**config.mk**
```make
export PLATFORM = sky130hd
export DESIGN_NAME = flt_ram
export DESIGN_NICKNAME = d
export VERILOG_FILES = /design/src/rtl/flt_ram.sv
export SDC_FILE = /design/constraint.sdc
export NUM_CORES = 1
export LEC_CHECK = 0
export BUFFER_PORTS_ARGS = -buffer_cell sky130_fd_sc_hd__buf_2
export CORE_ASPECT_RATIO = 1.75
export CORE_MARGIN = 5
export CORE_UTILIZATION = 25
export CTS_BUF_LIST = sky130_fd_sc_hd__clkbuf_4
export DETAILED_ROUTE_END_ITERATION = 7
export HOLD_SLACK_MARGIN = 0.05
export PLACE_DENSITY = 0.44
export SLEW_MARGIN = 10
export SYNTH_ARGS = -nofsm -noshare
export SYNTH_HDL_FRONTEND = slang
export SYNTH_SLANG_ARGS = --single-unit
export TNS_END_PERCENT = 20
```
**constraint.sdc**
```tcl
create_clock -name clk -period 2.31 [get_ports clk]
set_input_delay 0.693 -clock clk [delete_from_list [all_inputs] [get_ports clk]]
set_output_delay 0.693 -clock clk [all_outputs]
set_load 0.02 [all_outputs]
```
**src/rtl/flt_ram.sv**
```systemverilog
// Generic simple dual-port RAM: one write and one registered read per cycle.
// No dependencies.
`default_nettype none

module flt_ram #(
  parameter int DATA_W = 8,
  parameter int DEPTH  = 16,
  parameter int ADDR_W = $clog2(DEPTH)
) (
  input  logic              clk,
  input  logic              we,
  input  logic [ADDR_W-1:0] waddr,
  input  logic [DATA_W-1:0] wdata,
  input  logic              re,
  input  logic [ADDR_W-1:0] raddr,
  output logic [DATA_W-1:0] rdata
);

  logic [DATA_W-1:0] mem [DEPTH];

  always_ff @(posedge clk) begin
    if (we) begin
      mem[waddr] <= wdata;
    end
  end

  always_ff @(posedge clk) begin
    if (re) begin
      rdata <= mem[raddr];
    end
  end

endmodule

`default_nettype wire

```
# Word level (Yosys, flattened, before mapping)

Memory sizes are Yosys's and may differ from the RTL's. A register that Yosys moved wholly into a read port is not among the register bits.
Cells that the tools add are included.

Flip-flop bits (word level): 0
RAM bits: 128
Input bits: 19
Output and inout bits: 8
Memories kept: 1

Muxes and demuxes: 2

Memory list:

| name | words | width | read ports | clocked after Yosys merged registers in | wr ports | RTL line | text |
|---|---|---|---|---|---|---|---|
| mem  | 16    | 8     | 1          | 1                                       | 1        | 19       | `logic [DATA_W-1:0] mem [DEPTH];` |

Operator list:

| operator          | count |
|---|---|
| 1-bit two-way mux | 2 |

# Longest topological paths before layout

Depth in word-level cells: 2
Mapped depth: 5
Gate-level depth less buffers: 3

# Worst setup path after synthesis

Ideal clock, no wire load.

Path type: input to register
From: input waddr[2]
To: memory mem[0][0] (enable)
Data arrival time: 1.803 ns
Data required time: 1.927 ns
Setup slack: 0.124 ns
Stages: 2
Path buffers: 0
Path through: or3b_2 -> nor3_1

RTL lines:

| item            | RTL line | text |
|---|---|---|
| start, declared | 12       | `input logic [ADDR_W-1:0] waddr,` |
| end, declared   | 19       |  |

Straight into the memory's write port.

# Worst setup path in the final report

From: register rdata[7] (read register of mem)
To: output rdata[7]

RTL lines:

| item            | RTL line | text |
|---|---|---|
| start, declared | 16       | `output logic [DATA_W-1:0] rdata` |

No word-level cell between the ends.

==> out/results.txt <==
Status = finished clean
Area of the multi-input gates = 0.00106 mm²
Sequential share of power = 60.3%
FMAX = 0.546 GHz
Final min period = 1830 ps
Overflow after GRT = 0
First-pass GRT wire length = 16700 µm
Critical Path Stages = 1
Commonest non-fill, non-tap cell in the layout = edfxtp_1
Largest net degree at the start of global routing = 33
Initial antenna violation count = 1
Final wirelength = 11000 µm
Hold-fix buffers, CTS = 0
Share of layout cells above drive strength 1 = 33.0%
Critical Path RT = 1620 ps
Leakage power = 0.00202 µW
Sw Ratio = 21.6%
Critical-path cell list = buf_2
Clk pwr share = 33.7%
Endpoint class of the critical path = output port
# placed instances = 524
Via/cell ratio = 4.38
Slew Viols, Final = 0
FP Rows = 70
Clock buffer depth = 2
Post-CTS Setup Bufs = 0
Least-Margin Pin Slew = 397 ps
Top Ports = 27
WL/cell = 19.7 µm
HP Class = in2reg
Max Cap Viol = 0
Clock Skews = 14.2 ps
Synth Instances = 229
Worst-Skew Late Latency = 520 ps
Commonest non-fill, non-tap cells in the layout = edfxtp_1 (136), buf_2 (26), buf_4 (24)
Worst VDD drop = 0.000325 V
Seq/Total Area, Yosys = 78.1%
Endpoints failing setup = 0
Clock sinks = 136
Combinational share of power = 5.9%
Die height = 201 µm
Syn_nets = 248
Delay-heaviest family, CP = flip-flops
DP Area = 0.00583 mm²
Total Neg Setup Slack = 0 ps
GRT Total Usage = 9.64%
Finished Layout Cells = 556
Internal cell power = 3620 µW
Layout fillers = 1973
Sw Pwr = 998 µW
First-pass DRT Iterations = 5
Number of routed nets with antenna violations = 0
RSZ-0062 raised after global routing = no
FF+latch count, synth = 136
Crit path arrival time = 1140 ps
DRT iter0 DRCs = 120
Area of the die = 0.0240 mm²
Mean area per synthesized cell = 22.8 µm²
FF-to-FF path depth = 3
GP Congestion = 0.685
Critical-path top delay cell = edfxtp_1
Area occupied by registers = 0.00408 mm²
CTS root buffer = clkbuf_4
Clock buffer count from CTS = 17
CP max FO = 1
Post-route design area = 0.00611 mm²
Number of global-route vias before repair = 2705
Mapped cell area = 0.00523 mm²
Total number of vias = 2438
Relative max-transition margin = 73.3%
Core box area = 0.0208 mm²
Synth warn = 0
Startpoint class of the critical path = flop
Overall power = 4620 µW
Unique masters post-synth = 18
Worst hold stages = 1
Synth area leaders = edfxtp_1 (78%), mux4_2 (7.8%), mux4_1 (7.0%)
IO buf count = 26
Clock slew at reported path FFs = 120 ps
Final hold vios = 0
Yosys top cell area share = 78.1%
Cell Pwr Density = 756 mW/mm²
WP buf/inv = 1
Final period util = 79.3%
Die W = 119 µm
Crit path largest cell delay = 440 ps
Nets = 310
Crit path kind = reg2out
Starting Density = 25.2%
HPWL Detailed = 7790 µm
Synth-to-layout area growth = 17.0%
Area leader, netlist = edfxtp_1
Hold_ws = 528 ps
H-Tree Depth = 4
CTS tree = done
Remaining routing DRC violations = 0
Resized Gates After CTS = 0
[state kept, by name, indices dropped and copies added, names as in the netlist]
signal	cells
mem	128
rdata	8
[power by group through the flow]
stage          Sequential [µW]  Combinational, µW  Clock (µW)
3_5_place_dp              2850                283           0
4_1_cts                   2790                283        1630
6_report                  2790                274        1560
3_3_place_gp              2850                279           0
5_1_grt                   2800                300        1720
2_1_floorplan             2860                140           0
[cell families after synthesis]
kind of cell           count (synthesis)  synth area share, %
AND/OR/NAND/NOR                       35                 3.14
AO/OA/AOI/OAI                         16                 2.30
flip-flops                           136                 78.1
multiplexers                          32                 14.8
buffers and inverters                 10                 1.65
[per-layer routing]
metal / GRT usage, % / vias to the layer above / part of all wire (%)
li1: - / 1110 / -
met1: 9.81 / 1268 / 37
met2: 18.2 / 53 / 59
met3: 2.59 / 7 / 3.1
met4: 4.18 / 0 / 1.4
met5: 0 / - / 0
[through the flow]
stage	worst slack (ps)	util, %
floorplan	124	-
global placement	70.4	28.1
detailed placement	73.9	28.1
CTS	390	29.4
global route	393	29.5
finish	479	29.5
[final timing paths]
kind	startpoint	endpoint	slack (ps)
max	rdata[7]	rdata[7]	480
max reg2reg	mem[1][1]	rdata[1]	840
min	re	rdata[2]	530
min reg2reg	mem[15][0]	rdata[0]	760
[synthesized netlist by cell type (all sizes together)]
cell type,count
nor2b,1
buf,7
mux4,32
or3b,1
nor3,4
nand2b,2
nand3b,2
a22oi,16
edfxtp,136
and2b,1
nor2,13
clkdlybuf4s25,3
and2,1
nand2,9
nand3,1
[final cells by class]
| cell class | count | share of cell area (%) |
|---|---|---|
| diodes | 1 | 0.0409 |
| clock buffers | 17 | 2.09 |
| clock inverters | 14 | 2.58 |
| multi-input cells | 83 | 17.3 |
| flip-flops and latches | 136 | 66.8 |
| well taps | 252 | 5.16 |
| repair buffers | 53 | 6.06 |
Power figures use the tool's default switching activity.
