## src/rtl/flt_pkg.sv

```systemverilog
// Shared types and constants for the direct-mapped flow table.
// Used by flt_update and flow_table_level_replace; no dependencies.
`default_nettype none

package flt_pkg;

  localparam int NUM_BINS = 1024;
  localparam int ADDR_W   = $clog2(NUM_BINS);
  localparam int CUR_W    = $clog2(NUM_BINS + 1);

  localparam logic [2:0] FN_GET     = 3'd0;
  localparam logic [2:0] FN_ADD     = 3'd1;
  localparam logic [2:0] FN_ADD_LVL = 3'd2;
  localparam logic [2:0] FN_SET_LVL = 3'd3;
  localparam logic [2:0] FN_DELETE  = 3'd4;
  localparam logic [2:0] FN_CLEAR   = 3'd5;
  localparam logic [2:0] FN_NEXT    = 3'd6;

  typedef struct packed {
    logic        occ;
    logic [31:0] key;
    logic [31:0] count;
    logic [7:0]  level;
  } entry_t;

  localparam int ENTRY_W = $bits(entry_t);

  typedef struct packed {
    logic [2:0]        func;
    logic              inb;
    logic [ADDR_W-1:0] addr;
    logic [31:0]       key;
    logic [31:0]       delta;
    logic [7:0]        level;
  } req_t;

  typedef struct packed {
    logic        wr_en;
    entry_t      wr_entry;
    logic        bump;
    logic        found;
    logic [31:0] value;
    logic [7:0]  level;
    logic [31:0] key;
    logic        sampled;
  } upd_res_t;

endpackage

`default_nettype wire

```

## src/rtl/flt_update.sv

```systemverilog
// Read-modify-write logic for one bin: decides the new entry, the collision
// bump and the result fields. Depends on flt_pkg.
`default_nettype none

module flt_update (
  input  flt_pkg::req_t     req,
  input  flt_pkg::entry_t   rd,
  input  logic              repl,
  output flt_pkg::upd_res_t res
);
  import flt_pkg::*;

  logic        occ;
  logic        match;
  logic [31:0] sum;
  logic        keep;

  assign occ   = req.inb & rd.occ;
  assign match = occ & (rd.key == req.key);
  assign sum   = rd.count + req.delta;
  // A resident entry survives a set-level eviction when it ranks higher, or
  // ties with live traffic.
  assign keep  = (rd.level > req.level) ||
                 ((rd.level == req.level) && (rd.count != 32'd0));

  always_comb begin
    res = '0;
    res.wr_entry = rd;
    case (req.func)
      FN_GET: begin
        if (match) begin
          res.found   = 1'b1;
          res.value   = rd.count;
          res.level   = rd.level;
          res.key     = rd.key;
          res.sampled = (rd.count != 32'd0);
        end
      end
      FN_ADD: begin
        if (req.inb) begin
          if (!occ) begin
            res.wr_en    = 1'b1;
            res.wr_entry = '{occ: 1'b1, key: req.key, count: req.delta, level: 8'd0};
          end else if (match) begin
            res.wr_en          = 1'b1;
            res.wr_entry.count = sum;
          end else begin
            res.bump = 1'b1;
          end
        end
      end
      FN_ADD_LVL: begin
        if (req.inb) begin
          if (!occ) begin
            res.wr_en    = 1'b1;
            res.wr_entry = '{occ: 1'b1, key: req.key, count: req.delta, level: req.level};
          end else if (match) begin
            res.wr_en          = 1'b1;
            res.wr_entry.count = sum;
            res.wr_entry.level = req.level;
          end else begin
            res.bump = 1'b1;
            if (repl && (rd.level < req.level)) begin
              res.wr_en    = 1'b1;
              res.wr_entry = '{occ: 1'b1, key: req.key, count: req.delta,
                               level: req.level};
            end
          end
        end
      end
      FN_SET_LVL: begin
        if (req.inb) begin
          if (!occ) begin
            if (repl && (req.level != 8'd0)) begin
              res.wr_en    = 1'b1;
              res.wr_entry = '{occ: 1'b1, key: req.key, count: 32'd0, level: req.level};
            end
          end else if (match) begin
            res.wr_en          = 1'b1;
            res.wr_entry.level = req.level;
          end else if (req.level != 8'd0) begin
            res.bump = 1'b1;
            if (repl && !keep) begin
              res.wr_en    = 1'b1;
              res.wr_entry = '{occ: 1'b1, key: req.key, count: 32'd0, level: req.level};
            end
          end
        end
      end
      FN_DELETE: begin
        if (match) begin
          res.wr_en        = 1'b1;
          res.wr_entry.occ = 1'b0;
        end
      end
      default: begin
      end
    endcase
  end

endmodule

`default_nettype wire

```

## config.mk

```make
export PLATFORM = sky130hd
export DESIGN_NAME = flt_update
export DESIGN_NICKNAME = d
export VERILOG_FILES = /design/src/rtl/flt_pkg.sv /design/src/rtl/flt_update.sv
export SDC_FILE = /design/constraint.sdc
export NUM_CORES = 1
export LEC_CHECK = 0
export ABC_CLOCK_PERIOD_IN_PS = 2900
export BUFFER_PORTS_ARGS = -buffer_cell sky130_fd_sc_hd__buf_2
export CAP_MARGIN = 25
export CORE_AREA = 2 2 120 122
export DETAILED_ROUTE_END_ITERATION = 10
export DIE_AREA = 0 0 122 124
export GPL_TIMING_DRIVEN = 1
export PLACE_DENSITY = 0.79
export SLEW_MARGIN = 20
export SYNTH_ARGS = -nofsm -noshare
export SYNTH_HDL_FRONTEND = slang
export SYNTH_SLANG_ARGS = --single-unit
```

## constraint.sdc

```tcl
create_clock -name vclk -period 2.9
set_input_delay 0.145 -clock vclk [all_inputs]
set_output_delay 0.145 -clock vclk [all_outputs]
set_load 0.01 [all_outputs]
```

# Word-level counts from Yosys, hierarchy flattened
# Cells that the tools add are included.
word_totals:
  out_inout_bits: 149
  wordCells: 50
  romBits: 0
  regBits: 0
  latchBits: 0
  ramBits: 0
  memories: 0
  input_bits: 160
classes:
  n_mul: 0
  shifts: 0
  add_sub_neg: 1
  n_eq_ne: 6
  n_bitwise: 2
  n_mux: 30
  div: 0
  order_cmp: 2
  reduce_logical: 9
ops:
  columns: ["op", "count"]
  rows:
  - ["$mux W74", 7]
  - ["$mux W75", 4]
  - ["$pmux W73 S3", 1]
  - ["$mux W33", 2]
  - ["$mux W65", 1]
  - ["$mux W32", 2]
  - ["$mux W40", 1]
  - ["$add A32 B32 Y32", 1]
  - ["$eq A32 B32 Y1", 1]
  - ["$reduce_bool A32 Y1", 1]
  - ["$mux W8", 2]
  - ["$eq A8 B8 Y1", 1]
  - ["$gt A8 B8 Y1", 1]
  - ["$lt A8 B8 Y1", 1]
  - ["$mux W1", 8]
  - ["$pmux W2 S4", 1]
  - ["$reduce_bool A8 Y1", 1]
  - ["$eq A3 B2 Y1 const B", 2]
  - ["$logic_and A1 B1 Y1", 4]
  - ["$eq A3 B1 Y1 const B", 1]
  - ["$eq A3 B3 Y1 const B", 1]
  - ["$logic_not A3 Y1", 1]
  - ["$and A1 B1 Y1", 2]
  - ["$mux W2", 1]
  - ["other kinds (2)", 2]

# Longest topological paths before layout
logic_depth:
  word_depth: 11
  mapped_depth: 12
  depth_no_buf: 12

# Worst setup path after synthesis
# OpenSTA, ideal clock, no wires.
synth_path:
  path_kind: "input-to-output"
  startpoint: "input req[8] (netlist name)"
  endpoint: "output res[111] (netlist name)"
  cell_stages: 12
  required_time_ns: 2.755
  path_slack_ns: 0.117
  arrival_ns: 2.638
  n_path_buf: 0
  path_cell_list: "ha_1 inv_1 fa_1 and2b_1 o2111ai_1 a31oi_2 a2111oi_4 o31a_4 o21ai_2 xnor2_1 a2111oi_2 o22a_1"
synth_lines:
  columns: ["item", "line_no", "source"]
  rows:
  - ["start, declared", "flt_update.sv:6", "input flt_pkg::req_t req,"]
  - ["end, declared", "flt_update.sv:9", "output flt_pkg::upd_res_t res"]

==> reports/metrics.yaml <==
yosys:
  synthesis.area_um2: 6290
  syn_nets: 1161
  avgSynthCellArea_um2: 6.54
  ys.warnings.count: 0
  synth_top_cell_by_area: "ha_1"
  synth_compound_area_share_pct: 46.4
  synthTopCellsByArea: "ha_1 7.8%, and2_1 7.5%, o21ai_0 7.4%, xor2_1 5.6%, a21oi_1 5.3%"
  synth_adder_area_share_pct: 8.08
  syn_inst: 961
  synthSimpleGateAreaFrac_pct: 25.5
  synth.distinct_cells: 75
  ys_seq_area_share_pct: 0
  synth_top_family_by_area: "compound AO/OA/AOI/OAI gates"
  yosysTopAreaCellShare_pct: 7.76
  yosys-mux-area-fraction_pct: 6.53
  synth-xor-area-share_pct: 7.66
critical_path:
  cp-startpoint: "rd[33]"
  critPathTopFamily: "simple AND/OR/NAND/NOR gates"
  cp.arrival_ns: 2.80
  cpMostUsedCell: "buf_2"
  path_cells: "buf_2 -> nor4_2 -> buf_4 -> nand4_1 -> nor2_2 -> a2bb2oi_1 -> nand2b_4 -> nor2_4 -> buf_12 -> mux2i_2 -> a221oi_1 -> a221o_1 -> buf_2"
  startpoint_type: "input pin"
  worstPathBufferInverterCount: 4
  cp_max_fo: 10
  critical_path.max_stage_delay_ns: 0.38
  cp_slowest_cell: "nor4_2"
  worstPathRequired_ns: 2.76
  worstSetupEndpointType: "primary output"
  critPathKind: "in2out"
cells_and_area:
  n_sequential_cell: 0
  nets: 1546
  finalInstanceArea_um2: 9350
  mostFrequentLayoutCells: "297 x buf_2, 142 x buf_4, 90 x o21ai_0, 77 x nor2_1, 75 x and2_1"
  fin_cells: 1525
  drive_gt1_share_pct: 39.1
  fillCellCount: 1189
  seq_area_um2: 0
  final_common_cell: "buf_2"
  clkbuf_count: 0
  synthToLayoutAreaGrowth_pct: 48.7
grt:
  grt_usage_pct: 37.7
  grt_pass1_vias: 8844
  grt_pass1_wl_mm: 45.9
  grt_antenna_before_repair: 1
  grt_max_degree: 41
  overflow: 0
timing:
  max_slew.worst_pin.slew_ns: 0.641
  setup_viol: 8
  clock.fmax_mhz: 340
  fin_ws_ns: -0.0438
  fin_crit_ns: 2.94
  maxSlewViolCount: 0
  fin_crit_sh_pct: 102
  relSlewSlack_pct: 57.3
  fin_hold_ws_ns: 0.626
  rsz0062_at_grt: "true"
  final_hold_viol_count: 0
min_path:
  worstHoldStart: "rd[2]"
  hp-class: "in2out"
drt:
  first_pass_iters: 7
  wire_per_inst_um: 20.5
  via_per_inst: 6.60
  drc: 0
  vias: 10100
  postRouteAntennaNets: 0
  drtIter0Drc: 1074
  drt_wl_total_mm: 31.2
place:
  place_congestion: 1.04
  hpwl_mm: 23.3
  dp.cells: 1506
  place.port_buffers: 299
  dpl-instance-area_um2: 8830
floorplan:
  pin_count: 309
  dieHeight_um: 124
  dieArea_um2: 15100
  coreArea_um2: 13700
  die-width_um: 122
  rows: 43
  start_util_pct: 45.8
pwr:
  p_per_area_nw_per_um2: 181
  seq_power_share_pct: 0
  power.total_mw: 1.69
  swShare_pct: 55.8
  p_leak_nw: 4.51
  power.internal_uw: 750
  combPwrFrac_pct: 100.0
  clock_power_share_pct: 0
  peakVddDrop_v: 0.000110
  p_switching_uw: 945
status:
  violations: "negative setup slack"
  status: "finished, violations left"
job:
  drv_cap: 0
clocking:
  hold_buffers: 0
[cell usage after synthesis, types with 6 or more instances]
| library cell | n |
|---|---|
| a21boi_0 | 6 |
| a21o_1 | 24 |
| a21oi_1 | 66 |
| a221o_1 | 28 |
| a221oi_1 | 30 |
| a31oi_1 | 15 |
| and2_1 | 75 |
| and3_1 | 10 |
| buf_2 | 8 |
| clkbuf_1 | 53 |
| ha_1 | 39 |
| inv_1 | 25 |
| mux2_2 | 7 |
| mux2i_1 | 32 |
| nand2_1 | 70 |
| nand3_1 | 14 |
| nand4_1 | 7 |
| nor2_1 | 82 |
| nor3_1 | 13 |
| nor4_1 | 18 |
| o211ai_1 | 14 |
| o21a_1 | 10 |
| o21ai_0 | 93 |
| o221ai_1 | 10 |
| o22a_1 | 13 |
| o22ai_1 | 39 |
| o2bb2ai_1 | 6 |
| o31ai_1 | 8 |
| xnor2_1 | 15 |
| xor2_1 | 40 |
[worst paths after layout]
check / end / slack [ns] / depth (start not counted)
setup / recovery: res[140] / -0.04 / 13
hold / removal: res[35] / 0.63 / 3
[per-layer routing]
metal / vias to the layer above / part of all wire [%] / wire length [µm] / GRT usage [%]
li1: 4493 / - / - / -
met3: 165 / 12 / 3600 / 6.55
met1: 4608 / 36 / 11300 / 45.1
met2: 805 / 46 / 14400 / 64.0
met4: 0 / 6.2 / 1920 / 20.8
met5: - / 0 / 0 / 0
[metrics by stage]
stage | worst slack (ns) | setup TNS [ns] | utilization, %
after floorplan | 0.117 | 0 | -
after global placement | -0.168 | -0.693 | 64.4
after detailed placement | -0.242 | -1.26 | 64.4
after CTS | -0.00236 | -0.00236 | 65.7
after global routing | -0.151 | -1.12 | 68.2
final | -0.0438 | -0.165 | 68.2
[cells by family after synthesis]
| logic type | count (synthesis) |
|---|---|
| AO/OA/AOI/OAI | 415 |
| AND/OR/NAND/NOR | 319 |
| buffers and inverters | 92 |
| XOR/XNOR | 55 |
| multiplexers | 40 |
| adder cells (fa/ha/maj) | 40 |
[timing repair]
item                       in CTS  in global routing
buffers inserted                4                 13
gates resized for setup        26                 40
hold endpoints to repair        0                  0
cloned                          0                  1
setup endpoints to repair      12                 90
pin swaps                      18                 23
[power groups by stage]
stage                       clock (mW)  sequential [mW]  combinational [mW]
after global routing      0.0000000461                0                1.81
after global placement               0                0                1.49
after CTS                            0                0                1.56
after detailed placement             0                0                1.51
after floorplan                      0                0               0.843
final                     0.0000000461                0                1.69
[area by class of cell]
type / instances / area [µm²] / share of cell area (%)
Inverter: 26 / 97.6 / 1.04
Tap cell: 180 / 225 / 2.41
Antenna cell: 1 / 2.50 / 0.0268
Multi-Input combinational cell: 869 / 6290 / 67.3
Timing Repair Buffer: 449 / 2740 / 29.2
Power figures use the tool's default switching activity.
